$ cat config.mk
export PLATFORM = sky130hd
export DESIGN_NAME = psd_isqrt
export DESIGN_NICKNAME = d
export VERILOG_FILES = /design/src/sv/psd_isqrt.sv
export SDC_FILE = /design/constraint.sdc
export NUM_CORES = 1
export LEC_CHECK = 0
export BUFFER_PORTS_ARGS = -buffer_cell sky130_fd_sc_hd__buf_2
export CAP_MARGIN = 40
export CORE_MARGIN = 2
export CORE_UTILIZATION = 40
export CTS_BUF_LIST = sky130_fd_sc_hd__clkbuf_8
export DETAILED_ROUTE_END_ITERATION = 10
export PLACE_DENSITY = 0.58
export RECOVER_POWER = 50
export SETUP_SLACK_MARGIN = 0.4
export SYNTH_ARGS = -nofsm -noshare
export SYNTH_HDL_FRONTEND = slang
export SYNTH_SLANG_ARGS = --single-unit
$ cat constraint.sdc
create_clock -name aclk -period 8.52 [get_ports aclk]
set_input_delay 1.704 -clock aclk [delete_from_list [all_inputs] [get_ports aclk]]
set_output_delay 1.704 -clock aclk [all_outputs]
set_load 0.02 [all_outputs]
$ cat src/sv/psd_isqrt.sv
module psd_isqrt (
    input  logic        aclk,
    input  logic        aresetn,
    input  logic        start,
    input  logic [63:0] value,
    output logic        done,
    output logic [31:0] root
);

    logic [63:0] rad_reg, rad_next;
    logic [33:0] rem_reg, rem_next;
    logic [31:0] root_reg, root_next;
    logic [4:0]  cnt_reg, cnt_next;
    logic        busy_reg, busy_next;
    logic        done_reg, done_next;
    logic [35:0] rem_t;
    logic [35:0] trial;

    always_comb begin
        rad_next  = rad_reg;
        rem_next  = rem_reg;
        root_next = root_reg;
        cnt_next  = cnt_reg;
        busy_next = busy_reg;
        done_next = 1'b0;
        rem_t = {rem_reg, rad_reg[63:62]};
        trial = {2'd0, root_reg, 2'b01};
        if (start) begin
            rad_next  = value;
            rem_next  = '0;
            root_next = '0;
            cnt_next  = '0;
            busy_next = 1'b1;
        end else if (busy_reg) begin
            rad_next = {rad_reg[61:0], 2'b00};
            if (rem_t >= trial) begin
                rem_next  = 34'(rem_t - trial);
                root_next = {root_reg[30:0], 1'b1};
            end else begin
                rem_next  = rem_t[33:0];
                root_next = {root_reg[30:0], 1'b0};
            end
            cnt_next = cnt_reg + 5'd1;
            if (cnt_reg == 5'd31) begin
                busy_next = 1'b0;
                done_next = 1'b1;
            end
        end
    end

    always_ff @(posedge aclk) begin
        if (!aresetn) begin
            busy_reg <= 1'b0;
            done_reg <= 1'b0;
            cnt_reg  <= '0;
        end else begin
            busy_reg <= busy_next;
            done_reg <= done_next;
            cnt_reg  <= cnt_next;
        end
        rad_reg  <= rad_next;
        rem_reg  <= rem_next;
        root_reg <= root_next;
    end

    assign done = done_reg;
    assign root = root_reg;

endmodule

==> out/metrics.yaml, run 1 <==
rsz0062_at_grt: "no"
critPathArrivalTime_ns: 5.63
ys_types: 57
yosys_warnings: 0
die_w_um: 140
clk_pin_slew_ns: 0.09
fin_nets: 908
nFillCells: 1713
synth_area_um2: 7420
ys_ff_latch: 137
dieArea_um2: 19700
clock_latency_ns: 0.45
syn_nets: 824
end_kind: "flip-flop"
start_util_pct: 41.0
area_delta_synth_final_pct: 13.5
drcViolationCount: 0
cts.sinks: 137
hold_depth: 2
path_cells: "clkbuf_1, nor2_1, inv_2, buf_4"
clk_path_buf_depth: 2
tightest_slew_ns: 3.27
grt_util_all_layers_pct: 16.1
overflow: 0
p_per_area_nw_per_um2: 346
post_cts_resized: 0
synthArstFlopShare_pct: 0
cts_setup_buffers: 0
final_layout_size_suffix_gt1_share_pct: 22.5
multi_input_area_um2: 3680
drtAntennaViolNets: 0
critPathBufInv: 3
antenna_found_initial: 1
critical_path_class: "in -> reg"
rr_worst_depth: 12
finalHoldViolations: 0
grt_first_pass_wirelength_mm: 25.8
yosysTopAreaCell: "edfxtp_1"
drt-wirelength-per-cell_um: 14.7
outcome: "finished with violations"
min_period_over_period_pct: 65.2
port-buffer-count: 99
fp-row-count: 49
setup.worst_path.start_class: "input port"
slew_headroom_pct: -118
grt_max_degree: 68
synth_edf_count: 64
maxCapViolCount: 1
peakVddDrop_mv: 0.176
synthTopCellsByCount: "nor2_1 (100), dfxtp_1 (73), edfxtp_1 (64)"
design.core.area_um2: 18100
synth_top_area_share_pct: 25.9
cts_tree: "yes"
violations: "capacitance limit, slew limit"
synth_area_leaders: "edfxtp_1 (26%), dfxtp_1 (20%), mux2_2 (9.4%)"
worstPathMaxFanout: 67
finClkSkew_ns: 0.0117
register_area_um2: 3390
postCtsHoldBufs: 0
cp_num_cells: 4
worstPathRequired_ns: 8.60
n_antenna_cell: 0
setup_viol: 0
numCtsBuffers: 17
yosys_most_used_dff: "dfxtp_1"
synthCells: 721
pin_count: 100
viasPerCell: 5.23
avgSynthCellArea_um2: 10.3
leakage_nw: 3.29
gp_congestion: 0.842
slowest_delay_ns: 2.27
place_hpwl_mm: 10.7
die_height_um: 140
drt_wl_total_mm: 15.4
largest_reg_flops: 64
first_pass_iters: 4
htreeDepth: 4
hp-class: "reg -> reg"
grt_pass1_vias: 5442
post-route-min-period_ns: 5.55
cts_root_buffer: "clkbuf_8"
fin_hold_ws_ns: 0.465
critPathSlowestCell: "clkbuf_1"
cp_top_family: "buffers and inverters"
fmax_mhz: 180
finalSetupTns_ns: 0
ys_seq_area_share_pct: 45.6
yosysMostFrequentCell: "nor2_1"
vias: 5472
drv_slew: 68
first_iter_violations: 294
## worst register-to-register path, delay by kind of cell, from the launching register on
kind	cells	cell delay [ns]
compound gates	8	2.06
fa+ha+maj	1	0.36
buf+inv	2	0.55
flops	1	0.40
simple gates	1	0.10
## power by group
| group | internal [W] | switching [W] |
|---|---|---|
| clock network | 0.000273 | 0.000286 |
| logic | 0.000621 | 0.000883 |
| registers | 0.000786 | 0.0000625 |
## cell type report
type / count / area share, %
Tap cell: 229 / 3.40
Multi-Input combinational cell: 501 / 43.7
Clock buffer: 17 / 2.78
Clock inverter: 15 / 2.14
Timing Repair Buffer: 103 / 5.74
Inverter: 45 / 2.01
Sequential cell: 137 / 40.2
## cells by family (layout without fill, tap and decap cells)
kind of cell    Yosys count  count (layout)  share of synthesized area, %
simple gates            180             180                          10.8
compound gates          151             151                          14.1
flops                   137             137                          45.6
mux                     102             102                          14.8
buf+inv                  83             180                          4.79
fa+ha+maj                36              36                          6.07
xor+xnor                 32              32                          3.78
## placed cells by master, fill, tap and decap left out, types with 34 or more instances in the layout
cell	netlist	routed
nor2_1	100	100
dfxtp_1	73	72
buf_2	5	65
edfxtp_1	64	64
mux2_2	62	62
a21oi_1	46	46
inv_1	45	44
mux2i_1	40	40
ha_1	36	36
clkbuf_1	21	34
## metrics by stage
| stage | cells | setup WS (ns) | total power [W] | area (um2) | util (%) |
|---|---|---|---|---|---|
| after floorplan | 721 | 4.36 | 0.00216 | 7420 | - |
| after global placement | 1015 | 4.69 | 0.00236 | 8050 | 44.5 |
| after detailed placement | 1015 | 4.65 | 0.00236 | 8050 | 44.5 |
| after CTS | 1047 | 4.97 | 0.00293 | 8460 | 46.8 |
| after global routing | 1047 | 2.56 | 0.00317 | 8420 | 46.6 |
| final | 1047 | 2.97 | 0.00291 | 8420 | 46.6 |
## per-layer routing
metal	vias to the layer above	global-route usage, %	part of all wire, %
met5	-	0	0.084
li1	2768	-	-
met1	2571	20.6	46
met2	115	26.0	46
met4	2	4.09	1.4
met3	16	5.98	6.4
## path summary, 6_finish.rpt
kind	start	to	slack, ns
setup / recovery	start	rad_reg[61]	2.97
hold / removal	rem_reg[32]	rem_reg[32]	0.47
setup reg to reg	root[21]	rem_reg[31]	4.99
hold reg to reg	rem_reg[32]	rem_reg[32]	0.47
(Power assumes the default switching activity.)
==> run 2: changes to the inputs <==
PLACE_DENSITY = 0.6   (was 0.58)
clock period = 4.6 ns   (was 8.52 ns; I/O delays follow)
==> run 2 against run 1 <==
  * The flow still finishes with violations (capacitance limit, slew limit)
  * Sequential power is 85% higher
  * Routed wire length decreased by 0.71%
  * Count of clock-buffer cells in the layout did not move
  * Die area stayed put
  * Power up 86%
  * Utilization rose by 0.17 points
  * Via count down 0.51%
  * Critical path type is now reg -> reg
  * Largest cell class unchanged
==> out/metrics.yaml, run 2 (synthesis gave the netlist of run 1 again) <==
area_delta_synth_final_pct: 13.9
overflow: 0  # unchanged
clock_latency_ns: 0.45  # about the same
port-buffer-count: 99  # unchanged
hp-class: "reg -> reg"
postCtsHoldBufs: 0  # unchanged
die_height_um: 140  # unchanged
grt_pass1_vias: 5431  # -0.20%
finClkSkew_ns: 0.0144  # +0.00273 ns
n_antenna_cell: 0  # unchanged
cts_setup_buffers: 0  # unchanged
min_period_over_period_pct: 74.8
post-route-min-period_ns: 3.44
tightest_slew_ns: 1.58  # -1.69 ns
finalSetupTns_ns: 0  # unchanged
start_util_pct: 41.0  # unchanged
pin_count: 100  # unchanged
numCtsBuffers: 17  # unchanged
viasPerCell: 5.19  # -0.70%
fin_nets: 910  # +0.22%
htreeDepth: 4  # unchanged
maxCapViolCount: 1  # unchanged
cts.sinks: 137  # unchanged
highest_layer: "met4"
vias: 5444  # -0.51%
outcome: "finished with violations"
first_iter_violations: 213  # -28%
setup.worst_path.start_class: "flip-flop"
slew_headroom_pct: -5.54  # +110 points
antenna_found_initial: 2  # +1
setup_viol: 0  # unchanged
drt-wirelength-per-cell_um: 14.6  # -0.90%
layout_commonest_cell: "nor2_1"
cp-startpoint: "busy_reg"
hold_start: "rem_reg[32]"
largest_reg_flops: 64  # unchanged
critPathArrivalTime_ns: 3.81  # -1.82 ns
grt_first_pass_wirelength_mm: 26.2  # +1.5%
end_kind: "flip-flop"
met3_length_mm: 1.12  # +13%
place_hpwl_mm: 10.6  # -1.0%
grt_max_degree: 70  # +2.9%
final_layout_size_suffix_gt1_share_pct: 26.2  # +3.7 points
leakage_nw: 3.43  # +4.4%
fmax_mhz: 291
p_per_area_nw_per_um2: 640  # +85%
cts_tree: "yes"
die_w_um: 140  # unchanged
fp-row-count: 49  # unchanged
final_cell_mix: "nor2_1 (100), buf_2 (98), dfxtp_1 (73)"
fin_hold_ws_ns: 0.454  # -0.0107 ns
wl_met2_mm: 7.02  # -0.26%
clk_path_buf_depth: 2  # unchanged
design.core.area_um2: 18100  # unchanged
post_cts_resized: 0  # unchanged
drv_slew: 70  # +2.9%
drcViolationCount: 0  # unchanged
grt_util_all_layers_pct: 16.4  # +0.23 points
rsz0062_at_grt: "no"
nFillCells: 1742  # +1.7%
first_pass_iters: 4  # unchanged
r2r_start: "busy_reg"
drt_wl_total_mm: 15.3  # -0.71%
gp_congestion: 0.873  # +3.8%
critical_path_class: "reg -> reg"
dieArea_um2: 19700  # unchanged
m1WireLength_mm: 7.02  # -1.8%
cts_root_buffer: "clkbuf_8"
drtAntennaViolNets: 0  # unchanged
violations: "capacitance limit, slew limit"
finalHoldViolations: 0  # unchanged
peakVddDrop_mv: 0.595  # +240%
worstPathRequired_ns: 4.97  # -3.63 ns
clk_pin_slew_ns: 0.08  # about the same
worstPathMaxFanout: 58  # -13%
## run 2: cell types whose count changed in the layout (fill, tap and decap cells not counted), sizes merged
cell and change:
bufinv -1, clkinv -1, inv +2, buf +32, clkbuf -30
## run 2: power by group
part | switching (W) | internal [W]
Clock | 0.000542 | 0.000450
Sequential | 0.000112 | 0.00146
Combinational | 0.00165 | 0.00120
Total | 0.00230 | 0.00310
## run 2: path summary, 6_finish.rpt
kind / cells after the start / slack [ns] / end
max: 5 / 1.16 / rem_reg[33]
min: 2 / 0.45 / rem_reg[32]
max reg2reg: 5 / 1.16 / rem_reg[33]
min reg2reg: 2 / 0.45 / rem_reg[32]
## run 2: stage by stage
stage	util, %	instance area, um2	setup WS (ns)	total power [W]	std cells
2_1_floorplan	-	7420	1.22	0.00401	721
3_3_place_gp	44.7	8080	1.55	0.00443	1016
3_5_place_dp	44.7	8090	1.51	0.00442	1017
4_1_cts	46.9	8480	1.42	0.00545	1049
5_1_grt	46.7	8450	0.804	0.00587	1049
6_report	46.7	8450	1.16	0.00541	1049
## run 2: critical path: stages, from the launching register on
cell and delay [ns]:
dfxtp_1 1.18, clkbuf_2 1.20, nand2b_1 0.45, nor4_1 0.35, a31oi_1 0.07, o211ai_1 0.11
## run 2: layout make-up
| class | count | area (um2) | area share (%) |
|---|---|---|---|
| clock buffers | 17 | 234 | 2.77 |
| clock inverters | 15 | 153 | 1.81 |
| inverters | 45 | 169 | 2.00 |
| multi-input cells | 501 | 3680 | 43.6 |
| flip-flops and latches | 137 | 3380 | 40.0 |
| well taps | 229 | 287 | 3.39 |
| repair buffers | 105 | 544 | 6.44 |
## run 2: metal layers
| layer | up-vias | track usage [%] |
|---|---|---|
| met1 | 2522 | 20.6 |
| met4 | 0 | 3.99 |
| li1 | 2779 | - |
| met2 | 134 | 26.4 |
| met5 | - | 0 |
| met3 | 9 | 6.46 |
==> run 3: changes to the inputs <==
clock period = 2.83 ns   (was 4.6 ns; I/O delays follow)
==> run 3 against run 2 <==
  * The flow still finishes with violations (capacitance limit, slew limit)
  * Fmax rose by 31%
  * Cell count rose by 7.4%
  * Sequential share of layout area fell by 6.0 points
  * First-iteration DRC count rose by 26%
  * Largest cell class unchanged
  * Critical path type unchanged
  * Cell area rose by 20%
  * Highest routed layer unchanged
==> out/metrics.yaml, run 3 (synthesis gave the netlist of run 1 again) <==
cp-startpoint: "root[25]"
numCtsBuffers: 17  # unchanged
nFillCells: 1539  # -12%
worstPathMaxFanout: 8  # -86%
design.core.area_um2: 18100  # unchanged
antenna_found_initial: 0  # -2
first_iter_violations: 268  # +26%
fmax_mhz: 381  # +31%
critPathArrivalTime_ns: 2.89  # -0.92 ns
violations: "capacitance limit, slew limit"
clk_path_buf_depth: 2  # unchanged
port-buffer-count: 99  # unchanged
hold_end: "busy_reg"
die_height_um: 140  # unchanged
grt_first_pass_wirelength_mm: 29.4  # +12%
leakage_nw: 3.88  # +13%
place_hpwl_mm: 11.2  # +5.0%
post-route-min-period_ns: 2.63  # -0.812 ns
fin_nets: 988  # +8.6%
hold_depth: 2  # unchanged
pin_count: 100  # unchanged
slowest_delay_ns: 0.36  # -0.84 ns
largest_reg_flops: 64  # unchanged
postCtsHoldBufs: 0  # unchanged
rsz0062_at_grt: "yes"
path_cells: "inv_2, ha_4, nand4_1, nor4_4, nand3_1, a311oi_2, a21oi_4, buf_12, or3_4, nand3_2, a211oi_2"
cts_tree: "yes"
grt_max_degree: 125  # +79%
rr_worst_depth: 11  # +6
finalHoldViolations: 0  # unchanged
critical_path_class: "reg -> reg"
drcViolationCount: 0  # unchanged
cp_top_family: "simple AND/OR/NAND/NOR gates"
first_pass_iters: 4  # unchanged
end_kind: "flip-flop"
critPathBufInv: 2  # +1
n_antenna_cell: 0  # unchanged
worstReg2RegEnd: "rem_reg[31]"
layout_commonest_cell: "nor2_1"
overflow: 0  # unchanged
fp-row-count: 49  # unchanged
rrSetupSlack_ns: 0.20  # -0.96 ns
maxCapViolCount: 2  # +1
fin_hold_ws_ns: 0.332  # -0.122 ns
final_layout_size_suffix_gt1_share_pct: 47.1  # +21 points
finClkSkew_ns: 0.0127  # -0.00176 ns
cts.sinks: 137  # unchanged
hold_start: "aresetn"
tightest_slew_ns: 1.56  # -0.0199 ns
vias: 5952  # +9.3%
die_w_um: 140  # unchanged
clk_pin_slew_ns: 0.09  # about the same
grt_util_all_layers_pct: 18.2  # +1.9 points
final_cell_mix: "nor2_1 (84), buf_4 (67), buf_2 (65)"
dieArea_um2: 19700  # unchanged
r2r_start: "root[25]"
cts_root_buffer: "clkbuf_8"
drtAntennaViolNets: 0  # unchanged
min_period_over_period_pct: 92.8  # +18 points
area_delta_synth_final_pct: 36.1
setup_viol: 0  # unchanged
gp_congestion: 0.855  # -2.1%
drt-wirelength-per-cell_um: 16.3  # +12%
htreeDepth: 4  # unchanged
slew_headroom_pct: -4.21  # +1.3 points
start_util_pct: 41.0  # unchanged
worstPathRequired_ns: 3.09  # -1.88 ns
peakVddDrop_mv: 1.20  # +100%
hp-class: "in -> reg"
outcome: "finished with violations"
drt_wl_total_mm: 18.4  # +20%
p_per_area_nw_per_um2: 1340  # +110%
setup.worst_path.start_class: "flip-flop"
drv_slew: 190  # +170%
viasPerCell: 5.28  # +1.8%
grt_pass1_vias: 6128  # +13%
critPathSlowestCell: "nor4_4"
clock_latency_ns: 0.45  # about the same
finalSetupTns_ns: 0  # unchanged
==> run 3: cell types whose count changed in the layout (fill, tap and decap cells not counted), sizes merged <==
| cell | before | now |
|---|---|---|
| buf | 101 | 145 |
| bufinv | 1 | 2 |
| clkbuf | 21 | 55 |
| clkinvlp | 2 | 3 |
| inv | 56 | 54 |
==> run 3: worst reg2reg max path, delay by kind of cell (launching register included) <==
family                     cells  cell delay (ns)
and+or+nand+nor                5             1.10
buffers and inverters          2             0.21
DFF                            1             0.34
adders and majority gates      1             0.29
AOI/OAI and AO/OA              3             0.51
==> run 3: metal layers <==
layer,routed length [um],global-route usage [%],up-vias
met3,1150,6.77,21
met1,8060,21.7,2866
met5,0,0,-
met2,8870,30.8,146
li1,-,-,2919
met4,263,5.64,0
==> run 3: layout make-up <==
class                   instances  area, um2  area share (%)
multi-input cells             501       4540            44.9
flip-flops and latches        137       3440            34.1
repair buffers                183       1250            12.4
well taps                     229        287            2.84
clock buffers                  17        234            2.32
clock inverters                15        179            1.77
inverters                      45        173            1.71
==> run 3: repair_timing <==
action | 4_1_cts | 5_1_grt
gates resized for setup | 107 | 70
setup buffers | 39 | 20
setup endpoints to repair | 35 | 35
pin swaps | 51 | 50
gates cloned | 4 | 2
==> run 3: how the worst max path moves through the flow <==
stage | endpoint | slack (ns) | cells past startpoint
2_1_floorplan | rem_reg[19] | 0.39 | 11
3_3_place_gp | rem_reg[27] | 0.16 | 11
5_1_grt | rem_reg[31] | 0.11 | 11
3_5_place_dp | rem_reg[23] | 0.10 | 10
6_report | rem_reg[31] | 0.20 | 11
4_1_cts | rem_reg[31] | 0.23 | 11
==> run 3: per-stage QoR <==
stage                     instances  util (%)  worst slack, ns  cell area, um2  power (W)
final                          1127      55.8            0.203           10100     0.0136
after global routing           1127      55.8            0.111           10100     0.0144
after global placement         1030      45.9            0.164            8310    0.00739
after floorplan                 721         -            0.386            7570    0.00661
after CTS                      1105      53.4            0.231            9660     0.0119
after detailed placement       1030      45.9            0.101            8310    0.00746
==> run 3: report_power, final <==
group          internal, W  switching [W]  total, W  leakage [nW]
Sequential         0.00238       0.000264   0.00264          1.26
Combinational      0.00477        0.00445   0.00922          2.42
Clock             0.000822       0.000878   0.00170         0.205
